### src/pbts_pkg.sv
// Package with shared types, operation codes and a helper for the task scheduler.
`timescale 1ns / 1ps
`default_nettype none

package pbts_pkg;

  // Width of a task index and of the enable mask.
  localparam int TASK_W            = 5;
  localparam int MASK_W            = 32;
  localparam int DELAY_W           = 32;
  localparam int LOCK_W            = 8;
  localparam int NUM_TASKS_DEFAULT = 32;

  localparam logic [LOCK_W-1:0] LOCK_MAX = 8'd255;

  // Operation codes carried in the func field.
  localparam logic [2:0] FUNC_TICK   = 3'd0;
  localparam logic [2:0] FUNC_DELAY  = 3'd1;
  localparam logic [2:0] FUNC_LOCK   = 3'd2;
  localparam logic [2:0] FUNC_UNLOCK = 3'd3;
  localparam logic [2:0] FUNC_START  = 3'd4;

  typedef struct packed {
    logic [2:0]         func;
    logic [DELAY_W-1:0] delay_ticks;
  } sched_in_t;

  typedef struct packed {
    logic              switch_now;
    logic [TASK_W-1:0] next_task;
    logic [LOCK_W-1:0] lock_depth;
    logic              sched_blocked;
    logic              none_ready;
  } sched_out_t;

  typedef struct packed {
    logic              found;
    logic [TASK_W-1:0] idx;
  } pick_t;

  // Lowest set bit of a candidate vector, with a flag for an empty vector.
  function automatic pick_t pick_first(input logic [MASK_W-1:0] cand);
    pick_t res;
    res.found = 1'b0;
    res.idx   = '0;
    for (int i = MASK_W - 1; i >= 0; i--) begin
      if (cand[i]) begin
        res.found = 1'b1;
        res.idx   = TASK_W'(i);
      end
    end
    return res;
  endfunction

endpackage

`default_nettype wire

### src/pbts_ram.sv
// Generic single-port-write, single-port-read RAM with registered read data.
`timescale 1ns / 1ps
`default_nettype none

module pbts_ram #(
  parameter int WIDTH = 32,
  parameter int DEPTH = 32
) (
  input  wire logic                     clk,
  input  wire logic                     we,
  input  wire logic [$clog2(DEPTH)-1:0] waddr,
  input  wire logic [WIDTH-1:0]         wdata,
  input  wire logic [$clog2(DEPTH)-1:0] raddr,
  output logic      [WIDTH-1:0]         rdata
);

  logic [WIDTH-1:0] mem [DEPTH];

  // One write and one registered read per cycle.
  always_ff @(posedge clk) begin
    if (we) begin
      mem[waddr] <= wdata;
    end
    rdata <= mem[raddr];
  end

endmodule

`default_nettype wire

### src/priority_bitmap_task_scheduler.sv
// Top level of the priority bitmap task scheduler with tick delays.
`timescale 1ns / 1ps
`default_nettype none

// Task scheduler for up to 32 priority-numbered tasks (index 0 is the highest
// priority). Each input transaction carries one operation and yields exactly
// one result transaction. The block works on one operation at a time and
// raises in_ready only while idle. A tick walks every delay counter through a
// single shared decrementer, one counter per cycle out of a RAM with
// registered read, and then schedules; delay and an unlock that reaches zero
// pass through the scheduling step, start through the start step, and lock and
// other operations go straight to the result. The block is ready again in the cycle
// after its result is registered. A result waiting in the output register
// stalls only the final step of the following operation. The enable mask must
// only be written while the block is idle.
module priority_bitmap_task_scheduler #(
  parameter int NUM_TASKS = pbts_pkg::NUM_TASKS_DEFAULT
) (
  input  wire logic                          clk,
  input  wire logic                          rst,
  input  wire logic                          cfg_wr_en,
  input  wire logic [pbts_pkg::MASK_W-1:0]   cfg_wr_data,
  input  wire logic                          in_valid,
  output logic                               in_ready,
  input  wire pbts_pkg::sched_in_t           in_data,
  output logic                               out_valid,
  input  wire logic                          out_ready,
  output pbts_pkg::sched_out_t               out_data
);

  localparam int EFF_TASKS = (NUM_TASKS < pbts_pkg::MASK_W) ? NUM_TASKS : pbts_pkg::MASK_W;
  localparam int IDX_W     = $clog2(EFF_TASKS);
  localparam int CNT_W     = IDX_W + 1;
  localparam logic [pbts_pkg::MASK_W-1:0] TASK_RANGE =
    pbts_pkg::MASK_W'((64'(1) << EFF_TASKS) - 64'(1));

  // Sequencer states.
  localparam logic [2:0] S_IDLE  = 3'd0;
  localparam logic [2:0] S_TICK  = 3'd1;
  localparam logic [2:0] S_SCHED = 3'd2;
  localparam logic [2:0] S_START = 3'd3;
  localparam logic [2:0] S_DONE  = 3'd4;

  logic [2:0]                       state;
  logic [pbts_pkg::MASK_W-1:0]      enable_mask;
  logic [pbts_pkg::MASK_W-1:0]      ready_bits;
  logic [EFF_TASKS-1:0]             delay_valid;
  logic [pbts_pkg::TASK_W-1:0]      running_task;
  logic                             started;
  logic [pbts_pkg::LOCK_W-1:0]      lock_count;
  logic [CNT_W-1:0]                 cnt;
  logic                             sw_flag;
  logic                             blocked_flag;
  logic                             none_flag;

  logic                             accept;
  logic [IDX_W-1:0]                 proc_idx;
  logic [pbts_pkg::DELAY_W-1:0]     rd_data;
  logic [pbts_pkg::DELAY_W-1:0]     cur_delay;
  logic                             proc_active;
  logic                             proc_enabled;
  logic                             ram_we;
  logic [IDX_W-1:0]                 ram_waddr;
  logic [pbts_pkg::DELAY_W-1:0]     ram_wdata;
  pbts_pkg::pick_t                  pick;

  assign in_ready = (state == S_IDLE);
  assign accept   = in_valid && in_ready;

  // Delay counter under work in the tick walk; its read was issued in the previous cycle.
  assign proc_idx     = IDX_W'(cnt - CNT_W'(1));
  assign proc_active  = (state == S_TICK) && (cnt != '0);
  assign cur_delay    = delay_valid[proc_idx] ? rd_data : '0;
  assign proc_enabled = enable_mask[pbts_pkg::TASK_W'(proc_idx)];

  // Lowest enabled ready task within the populated range.
  assign pick = pbts_pkg::pick_first(ready_bits & enable_mask & TASK_RANGE);

  // Delay RAM write port: the decrementer during a tick, the load for a delay.
  always_comb begin
    ram_we    = 1'b0;
    ram_waddr = proc_idx;
    ram_wdata = cur_delay - pbts_pkg::DELAY_W'(1);
    if (accept && in_data.func == pbts_pkg::FUNC_DELAY) begin
      ram_we    = 1'b1;
      ram_waddr = running_task[IDX_W-1:0];
      ram_wdata = in_data.delay_ticks;
    end else if (proc_active && proc_enabled && cur_delay != '0) begin
      ram_we = 1'b1;
    end
  end

  pbts_ram #(
    .WIDTH (pbts_pkg::DELAY_W),
    .DEPTH (EFF_TASKS)
  ) u_delay_ram (
    .clk   (clk),
    .we    (ram_we),
    .waddr (ram_waddr),
    .wdata (ram_wdata),
    .raddr (cnt[IDX_W-1:0]),
    .rdata (rd_data)
  );

  // Sequencer and scheduler state.
  always_ff @(posedge clk) begin
    if (rst) begin
      state        <= S_IDLE;
      enable_mask  <= '0;
      ready_bits   <= '1;
      delay_valid  <= '0;
      running_task <= '0;
      started      <= 1'b0;
      lock_count   <= '0;
      cnt          <= '0;
      sw_flag      <= 1'b0;
      blocked_flag <= 1'b0;
      none_flag    <= 1'b0;
      out_valid    <= 1'b0;
    end else begin
      if (cfg_wr_en) begin
        enable_mask <= cfg_wr_data;
      end
      if (out_valid && out_ready && state != S_DONE) begin
        out_valid <= 1'b0;
      end
      if (ram_we) begin
        delay_valid[ram_waddr] <= 1'b1;
      end

      case (state)
        S_IDLE: begin
          if (accept) begin
            sw_flag      <= 1'b0;
            blocked_flag <= 1'b0;
            none_flag    <= 1'b0;
            cnt          <= '0;
            case (in_data.func)
              pbts_pkg::FUNC_TICK: begin
                state <= S_TICK;
              end
              pbts_pkg::FUNC_DELAY: begin
                ready_bits[running_task] <= 1'b0;
                state                    <= S_SCHED;
              end
              pbts_pkg::FUNC_LOCK: begin
                if (lock_count != pbts_pkg::LOCK_MAX) begin
                  lock_count <= lock_count + pbts_pkg::LOCK_W'(1);
                end
                state <= S_DONE;
              end
              pbts_pkg::FUNC_UNLOCK: begin
                if (lock_count != '0) begin
                  lock_count <= lock_count - pbts_pkg::LOCK_W'(1);
                end
                if (lock_count == pbts_pkg::LOCK_W'(1)) begin
                  state <= S_SCHED;
                end else begin
                  state <= S_DONE;
                end
              end
              pbts_pkg::FUNC_START: begin
                state <= S_START;
              end
              default: begin
                state <= S_DONE;
              end
            endcase
          end
        end

        // Walk the delay counters; a zero delay on an enabled task makes it ready.
        S_TICK: begin
          if (proc_active && proc_enabled && cur_delay == '0) begin
            ready_bits[pbts_pkg::TASK_W'(proc_idx)] <= 1'b1;
          end
          if (cnt == CNT_W'(EFF_TASKS)) begin
            state <= S_SCHED;
          end else begin
            cnt <= cnt + CNT_W'(1);
          end
        end

        // Schedule: skipped before start, blocked while locked.
        S_SCHED: begin
          if (started) begin
            if (lock_count != '0) begin
              blocked_flag <= 1'b1;
            end else if (!pick.found) begin
              none_flag <= 1'b1;
            end else if (pick.idx != running_task) begin
              running_task <= pick.idx;
              sw_flag      <= 1'b1;
            end
          end
          state <= S_DONE;
        end

        // Start ignores the lock; on the first start it reports a switch unless no task is ready.
        S_START: begin
          if (!pick.found) begin
            none_flag <= 1'b1;
          end else begin
            sw_flag      <= !started || (pick.idx != running_task);
            running_task <= pick.idx;
          end
          started <= 1'b1;
          state   <= S_DONE;
        end

        // Hand the result to the output register once it is free.
        S_DONE: begin
          if (!out_valid || out_ready) begin
            out_valid              <= 1'b1;
            out_data.switch_now    <= sw_flag;
            out_data.next_task     <= running_task;
            out_data.lock_depth    <= lock_count;
            out_data.sched_blocked <= blocked_flag;
            out_data.none_ready    <= none_flag;
            state                  <= S_IDLE;
          end
        end

        default: begin
          state <= S_IDLE;
        end
      endcase
    end
  end

endmodule

`default_nettype wire

### config.mk
export PLATFORM = sky130hd
export DESIGN_NAME = priority_bitmap_task_scheduler
export DESIGN_NICKNAME = d
export VERILOG_FILES = /design/src/pbts_pkg.sv /design/src/pbts_ram.sv /design/src/priority_bitmap_task_scheduler.sv
export SDC_FILE = /design/constraint.sdc
export NUM_CORES = 1
export LEC_CHECK = 0
export ABC_CLOCK_PERIOD_IN_PS = 7880
export BUFFER_PORTS_ARGS = -buffer_cell sky130_fd_sc_hd__clkbuf_2
export CELL_PAD_IN_SITES_DETAIL_PLACEMENT = 1
export CELL_PAD_IN_SITES_GLOBAL_PLACEMENT = 2
export CORE_UTILIZATION = 48
export CTS_BUF_LIST = sky130_fd_sc_hd__clkbuf_4 sky130_fd_sc_hd__clkbuf_8
export CTS_CLUSTER_DIAMETER = 80
export DETAILED_ROUTE_END_ITERATION = 16
export HOLD_SLACK_MARGIN = 0.05
export PLACE_DENSITY = 0.78
export SLEW_MARGIN = 20
export SYNTH_ARGS = -nofsm -noshare
export SYNTH_HDL_FRONTEND = slang
export SYNTH_HIERARCHICAL = 1
export SYNTH_SLANG_ARGS = --single-unit
### constraint.sdc
create_clock -name clk -period 7.88 [get_ports clk]
set_input_delay 1.576 -clock clk [delete_from_list [all_inputs] [get_ports clk]]
set_output_delay 1.576 -clock clk [all_outputs]
set_load 0.005 [all_outputs]
Word level (Yosys, flattened, before mapping)

Memory sizes are Yosys's and may differ from the RTL's. A register that Yosys moved wholly into a read port is not among the register bits.
Index checks and enable logic that the tools add are counted.

Memories: 1
Register bits after elaboration: 139
Input port bits: 72
Bits in latches: 0
Output and inout port bits: 18
ROM bits: 0
RAM bits: 1024

Reductions and logical operators: 36
Shift-type cells: 0
Eq/ne operators: 27
Mux-type cells: 88
Multipliers: 0
Bitwise logic cells: 6
Magnitude comparators: 6
$add $sub $neg: 5
Div/mod/pow operators: 0

Memories:

| memory          | depth | bits a word | read ports | clocked after memory_dff | wr ports | RTL line       | source |
|---|---|---|---|---|---|---|---|
| u_delay_ram.mem | 32    | 32          | 1          | 1                        | 1        | pbts_ram.sv:17 | `logic [WIDTH-1:0] mem [DEPTH];` |

Operators with widths:

| operator                                                                      | count |
|---|---|
| 6-bit two-way mux                                                             | 34 |
| 32-bit two-way mux                                                            | 5 |
| 32-bit AND                                                                    | 2 |
| 32-bit bitwise OR                                                             | 2 |
| 32-bit case mux with 2 select lines                                           | 1 |
| 32-bit zero test                                                              | 1 |
| 32-bit NOT                                                                    | 1 |
| 32-bit nonzero test                                                           | 1 |
| 32-bit by 1-bit subtractor with 32-bit output (second input constant)         | 1 |
| 5-bit two-way mux                                                             | 6 |
| 3-bit case mux with 4 select lines                                            | 2 |
| 1-bit two-way mux                                                             | 23 |
| 2-bit != test (second input constant)                                         | 10 |
| 5-bit by 6-bit less-than comparator with 1-bit output (second input constant) | 3 |
| 8-bit two-way mux                                                             | 2 |
| 8-bit case mux with 2 select lines                                            | 1 |
| 1-bit demux with 5-bit select                                                 | 3 |
| 5-bit by 1-bit >= comparator with 1-bit output (second input constant)        | 3 |
| 3-bit by 2-bit equality test with 1-bit output (second input constant)        | 4 |
| 3-bit two-way mux                                                             | 4 |
| 6-bit case mux with 2 select lines                                            | 1 |
| 4-bit AND reduction                                                           | 3 |
| 1-bit logical AND                                                             | 11 |
| 1-bit binary-select mux with 5-bit select                                     | 2 |
| 28 further kinds                                                              | 42 |

Logic depth before layout (Yosys ltp)

Depth in word-level cells: 39
Gate-level depth with buffers: 22
Mapped depth without buffers: 12

Hierarchy

The synthesis kept the hierarchy.

Modules (own cells, without submodules):

| module                         | times used | cells each | sequential area each (um^2) | area an instance (um^2) |
|---|---|---|---|---|
| pbts_ram                       | 1          | 2260       | 31390.1                     | 40492.6 |
| priority_bitmap_task_scheduler | 1          | 917        | 2942.8                      | 8031.5 |

Least setup slack after synthesis

Ideal clock, no wire load.

Kind: reg-to-reg
From: register cnt[0]
To: memory u_delay_ram.mem[0][14], data pin
Setup slack: 0.959 ns
Period minus slack after synthesis: 6.921 ns
Arrival time: 6.358 ns
Stages on the path, launching flop included: 20
Path buffers: 8
Cell sequence: dfxtp_1 -> clkbuf_1 -> buf_2 -> inv_1 -> ha_1 -> clkbuf_1 -> xnor2_1 -> mux4_2 -> or3b_2 -> and4_1 -> clkbuf_1 -> clkbuf_1 -> buf_1 -> nand2_1 -> ha_1 -> clkbuf_1 -> and2_1 -> clkbuf_1 -> and3_1 -> o41ai_1

Cells in the longest elaborated chain, start to end: 6

Ends and longest elaborated chain:

| item                                          | RTL line                              | source |
|---|---|---|
| start: declaration                            | priority_bitmap_task_scheduler.sv:51  | `logic [CNT_W-1:0] cnt;` |
| start signal: assignment                      | priority_bitmap_task_scheduler.sv:180 | `cnt <= cnt + CNT_W'(1);` |
| 5-bit by 1-bit subtractor with 5-bit output   | priority_bitmap_task_scheduler.sv:71  | `assign proc_idx = IDX_W'(cnt - CNT_W'(1));` |
| 1-bit binary-select mux with 5-bit select     | priority_bitmap_task_scheduler.sv:73  | `assign cur_delay = delay_valid[proc_idx] ? rd_data : '0;` |
| 1-bit two-way mux (implied by the code)       | priority_bitmap_task_scheduler.sv:73  |  |
| 32-bit two-way mux                            | priority_bitmap_task_scheduler.sv:73  |  |
| 32-bit by 1-bit subtractor with 32-bit output | priority_bitmap_task_scheduler.sv:83  | `ram_wdata = cur_delay - pbts_pkg::DELAY_W'(1);` |
| 32-bit two-way mux                            | priority_bitmap_task_scheduler.sv:84  | `if (accept && in_data.func == pbts_pkg::FUNC_DELAY) begin` |
| named net ram_wdata (one bit)                 | priority_bitmap_task_scheduler.sv:64  | `logic [pbts_pkg::DELAY_W-1:0] ram_wdata;` |
| end: declaration                              | pbts_ram.sv:17                        |  |

The timed path passes the listed nets, and every way through them passes these cells. The select of a mux whose other input is x is not followed.

Final worst setup path

From: register cnt[1]
To: memory u_delay_ram.mem[9][15], enable pin

Cells in the longest elaborated chain, start to end: 10
Elaborated cells on any way between the ends: 16

Ends and longest elaborated chain:

| item                                        | RTL line                             | source |
|---|---|---|
| 5-bit by 1-bit subtractor with 5-bit output | priority_bitmap_task_scheduler.sv:71 |  |
| 1-bit binary-select mux with 5-bit select   | priority_bitmap_task_scheduler.sv:73 |  |
| 1-bit two-way mux (implied by the code)     | priority_bitmap_task_scheduler.sv:73 |  |
| 32-bit two-way mux                          | priority_bitmap_task_scheduler.sv:73 |  |
| 32-bit nonzero test                         | priority_bitmap_task_scheduler.sv:88 | `end else if (proc_active && proc_enabled && cur_delay != '0) begin` |
| 1-bit logical AND (*)                       | priority_bitmap_task_scheduler.sv:88 |  |
| 1-bit two-way mux (*)                       | priority_bitmap_task_scheduler.sv:88 |  |
| 1-bit two-way mux (*)                       | priority_bitmap_task_scheduler.sv:84 |  |
| named net ram_we                            | priority_bitmap_task_scheduler.sv:62 | `logic ram_we;` |
| 1-bit two-way mux (*)                       | pbts_ram.sv:21                       | `if (we) begin` |
| 1-bit two-way mux (implied by the code) (*) | pbts_ram.sv:22                       | `mem[waddr] <= wdata;` |

The timed path passes the listed nets; every way through them passes the cells marked *. The select of a mux whose other input is x is not followed.

==> flow_metrics.tcl <==
set metrics [dict create \
    path_clk_slew_ns 0.06 \
    r2r_start "cnt[1]$_SDFFE_PP0P_" \
    clock_latency_ns 0.84 \
    final_core_util 0.546 \
    arrival_ns 7.58 \
    drc_errors 0 \
    leakagePower_nw 16.9 \
    cts_sinks 1195 \
    syn-cell-area_sq_mm 0.0485 \
    cts_buffer_depth 3 \
    grt_antenna_before_repair 2 \
    root_buffer "clkbuf_8" \
    syn_nets 3259 \
    grt_overflow 0 \
    die_x_microns 320 \
    synthTopCellsByArea "edfxtp_1, mux2i_1, dfxtp_1" \
    worst_pin_slew_ns 1.16 \
    internal_power_mw 10.2 \
    vias_per_cell 6.02 \
    postSynthCellCount 3177 \
    drv_slew 0 \
    max_stage_delay_ns 1.12 \
    startpoint_type "register" \
    hpwl_microns 80500 \
    p_comb_frac 0.060 \
    peakVddDrop_v 0.000172 \
    netSwitchingFraction 0.231 \
    crit_buf_inv 4 \
    final_common_cell "edfxtp_1" \
    crit_family "simple AND/OR/NAND/NOR gates" \
    syn_avg_cell_area_sq_um 15.3 \
    muxShareOfSynthArea 0.122 \
    hold_path_class "reg2reg" \
    synthAdderAreaFrac 0.00258 \
    num_vias 29051 \
    fin_nets 3445 \
    setup-violations-final 0 \
    grt_usage 0.266 \
    fin_skew_ns 0.0314 \
    fmax_ghz 0.141 \
    synth_xor_area_frac 0.00560 \
    synth_top_cell_by_area "edfxtp_1" \
    cts_tree "yes" \
    first_pass_iters 5 \
    cts_buffers 190 \
    ant_nets 0 \
    ios 90 \
    path_cells "inv_1 > ha_1 > xnor2_1 > mux4_2 > or3b_2 > and4_1 > buf_4 > nand2_1 > ha_1 > buf_4 > o21a_2 > o21ai_1 > nand3b_1 > nor2_4 > buf_4" \
    crit_fanout 24 \
    ys_seq_area_frac 0.708 \
    powerDensity_mw_per_mm2 242 \
    synth_edf_count 1040 \
    endpoint_kind "register" \
    relSlewSlack 0.227 \
    ctsHtreeMaxLevel 4 \
    core_sq_mm 0.100 \
    whs_endpoint "out_data[0]$_DFFE_PP_" \
    maxCapViolations 0 \
    dr.first_iter.drc_count 2485 \
    p_sw_mw 3.05 \
    postCtsSetupBuffers 0 \
    area_growth_pct 12.7 \
    ys_ff_latch 1195 \
    num_rows 116 \
    r2r_slack_ns 0.80 \
    fillers 9441 \
    synth_top_family_by_area "multiplexers" \
    rsz0062_at_grt "false" \
    wl_per_cell_microns 28.2 \
    crit_type "reg2reg" \
    async_flop_share 0 \
    hold_buffers 0 \
    yosysUniqueCellTypes 75 \
    r2r_end "u_delay_ram/mem[9][15]$_DFFE_PP_" \
    cts_resized 0 \
    final_cell_mix "edfxtp_1, mux2i_1, clkbuf_8, nand2_1, dfxtp_1" \
    dieHeight_microns 320 \
    synth-simple-area-share 0.0599 \
    die_area_sq_mm 0.102 \
    grt_pass1_wl_microns 200000 \
    worstPathRequired_ns 8.39 \
    yosysWarningCount 6 \
    initial_core_util 0.485 \
    grt_pass1_vias 30510 \
    synthFlopType "edfxtp_1" \
    hold_viol_final 0 \
    wirelength_microns 136000 \
    status "complete, no violations" \
    crit_top_cell "buf_4" \
    cp_slowest_cell "nor2_4" \
    finalCritPeriodShare 0.898 \
    gp_congestion 0.856 \
    min_path_cells 0 \
    p_seq_frac 0.538 \
    portBuffers 89 \
    p_clk_frac 0.402 \
    fin_tns_setup_ns 0 \
    synth_compound_area_frac 0.0807 \
    worstHoldStart "none_flag$_SDFFE_PP0P_" \
    grt_max_degree 139 \
    finalCriticalPeriod_ns 7.08 \
    synth_top_cell_area_share 0.644 \
    drive_gt1_frac 0.166 \
    r2r_cells 15 \
]
per-layer routing:
metal	vias to the layer above	GRT usage	share of wire
met5	-	0	0
met4	0	0.0936	0.028
met3	187	0.0391	0.052
met2	857	0.452	0.50
met1	15105	0.347	0.42
li1	12902	-	-
metrics by stage:
step	setup slack [ns]	std cells	power [mW]	hold WS, ns	area, sq um
finish	0.805	4827	13.2	0.438	54700
global route	0.492	4827	13.6	0.462	54700
CTS	0.866	4823	13.3	0.443	54600
detailed placement	0.890	4468	8.04	0.428	50800
global placement	1.07	4467	8.00	0.427	50700
floorplan	0.959	3177	7.73	0.406	48500
power groups by stage:
stage | logic (mW) | clock network [mW] | registers [mW]
CTS | 0.794 | 5.42 | 7.11
floorplan | 0.483 | 0 | 7.24
finish | 0.799 | 5.31 | 7.11
detailed placement | 0.792 | 0 | 7.24
global placement | 0.756 | 0 | 7.24
global route | 0.856 | 5.68 | 7.11
cell usage after synthesis (7+ instances only):
library cell,instances
edfxtp_1,1040
mux2i_1,556
nand2_1,173
dfxtp_1,155
nor2_1,143
a21oi_1,135
nand3_1,123
a22oi_1,110
clkbuf_1,81
a22o_1,77
nor3_1,56
a31oi_1,49
o21ai_0,36
buf_2,35
buf_4,34
o2bb2ai_1,32
inv_1,20
o31ai_1,20
xnor2_1,18
buf_6,16
or3_1,16
mux4_2,15
o211ai_1,15
buf_1,14
xor2_1,13
nor2b_1,12
nand2b_1,11
nand4_1,11
ha_1,10
and2_1,9
and3_1,9
a311o_1,8
or2_2,8
a221o_1,7
nand3b_1,7
o311ai_0,7
o41ai_1,7
or4_1,7
flip-flops by register name (all words and copies together), names as in the netlist, 6 cells and up:
signal and count:
enable_mask 32, ready_bits 32, delay_valid 32, cnt 6, u_delay_ram/rdata 32, u_delay_ram/mem 1024
lock_count 8, out_data 16
cell type report:
cell class | instances | area [sq um] | area share
Sequential cell | 1195 | 34300 | 0.628
Inverter | 20 | 75.1 | 0.00137
Multi-Input combinational cell | 1780 | 13600 | 0.250
Timing Repair Buffer | 176 | 1160 | 0.0211
Tap cell | 1298 | 1620 | 0.0297
Clock buffer | 262 | 3260 | 0.0595
Antenna cell | 3 | 7.51 | 0.000137
Clock inverter | 93 | 577 | 0.0105
kinds of logic (layout without fill, tap and decap cells):
logic type,count (synthesis),in the layout
AO/OA/AOI/OAI,555,555
XOR/XNOR,31,31
adder cells (fa/ha/maj),10,10
buffers and inverters,202,551
flip-flops,1195,1195
multiplexers,572,572
other,0,3
AND/OR/NAND/NOR,612,612
worst max path at each step:
stage                     slack [ns]                                end                start  cells past startpoint
after floorplan                 0.96   u_delay_ram/mem[0][14]$_DFFE_PP_  cnt[0]$_SDFFE_PP0P_                     19
after global placement          1.07  u_delay_ram/mem[14][19]$_DFFE_PP_  cnt[1]$_SDFFE_PP0P_                     15
after detailed placement        0.89   u_delay_ram/mem[15][7]$_DFFE_PP_  cnt[1]$_SDFFE_PP0P_                     15
after CTS                       0.87  u_delay_ram/mem[22][27]$_DFFE_PP_  cnt[1]$_SDFFE_PP0P_                     15
after global routing            0.49  u_delay_ram/mem[22][29]$_DFFE_PP_  cnt[1]$_SDFFE_PP0P_                     15
final                           0.80   u_delay_ram/mem[9][15]$_DFFE_PP_  cnt[1]$_SDFFE_PP0P_                     15
Note: power is estimated with default switching activity, not from simulation.
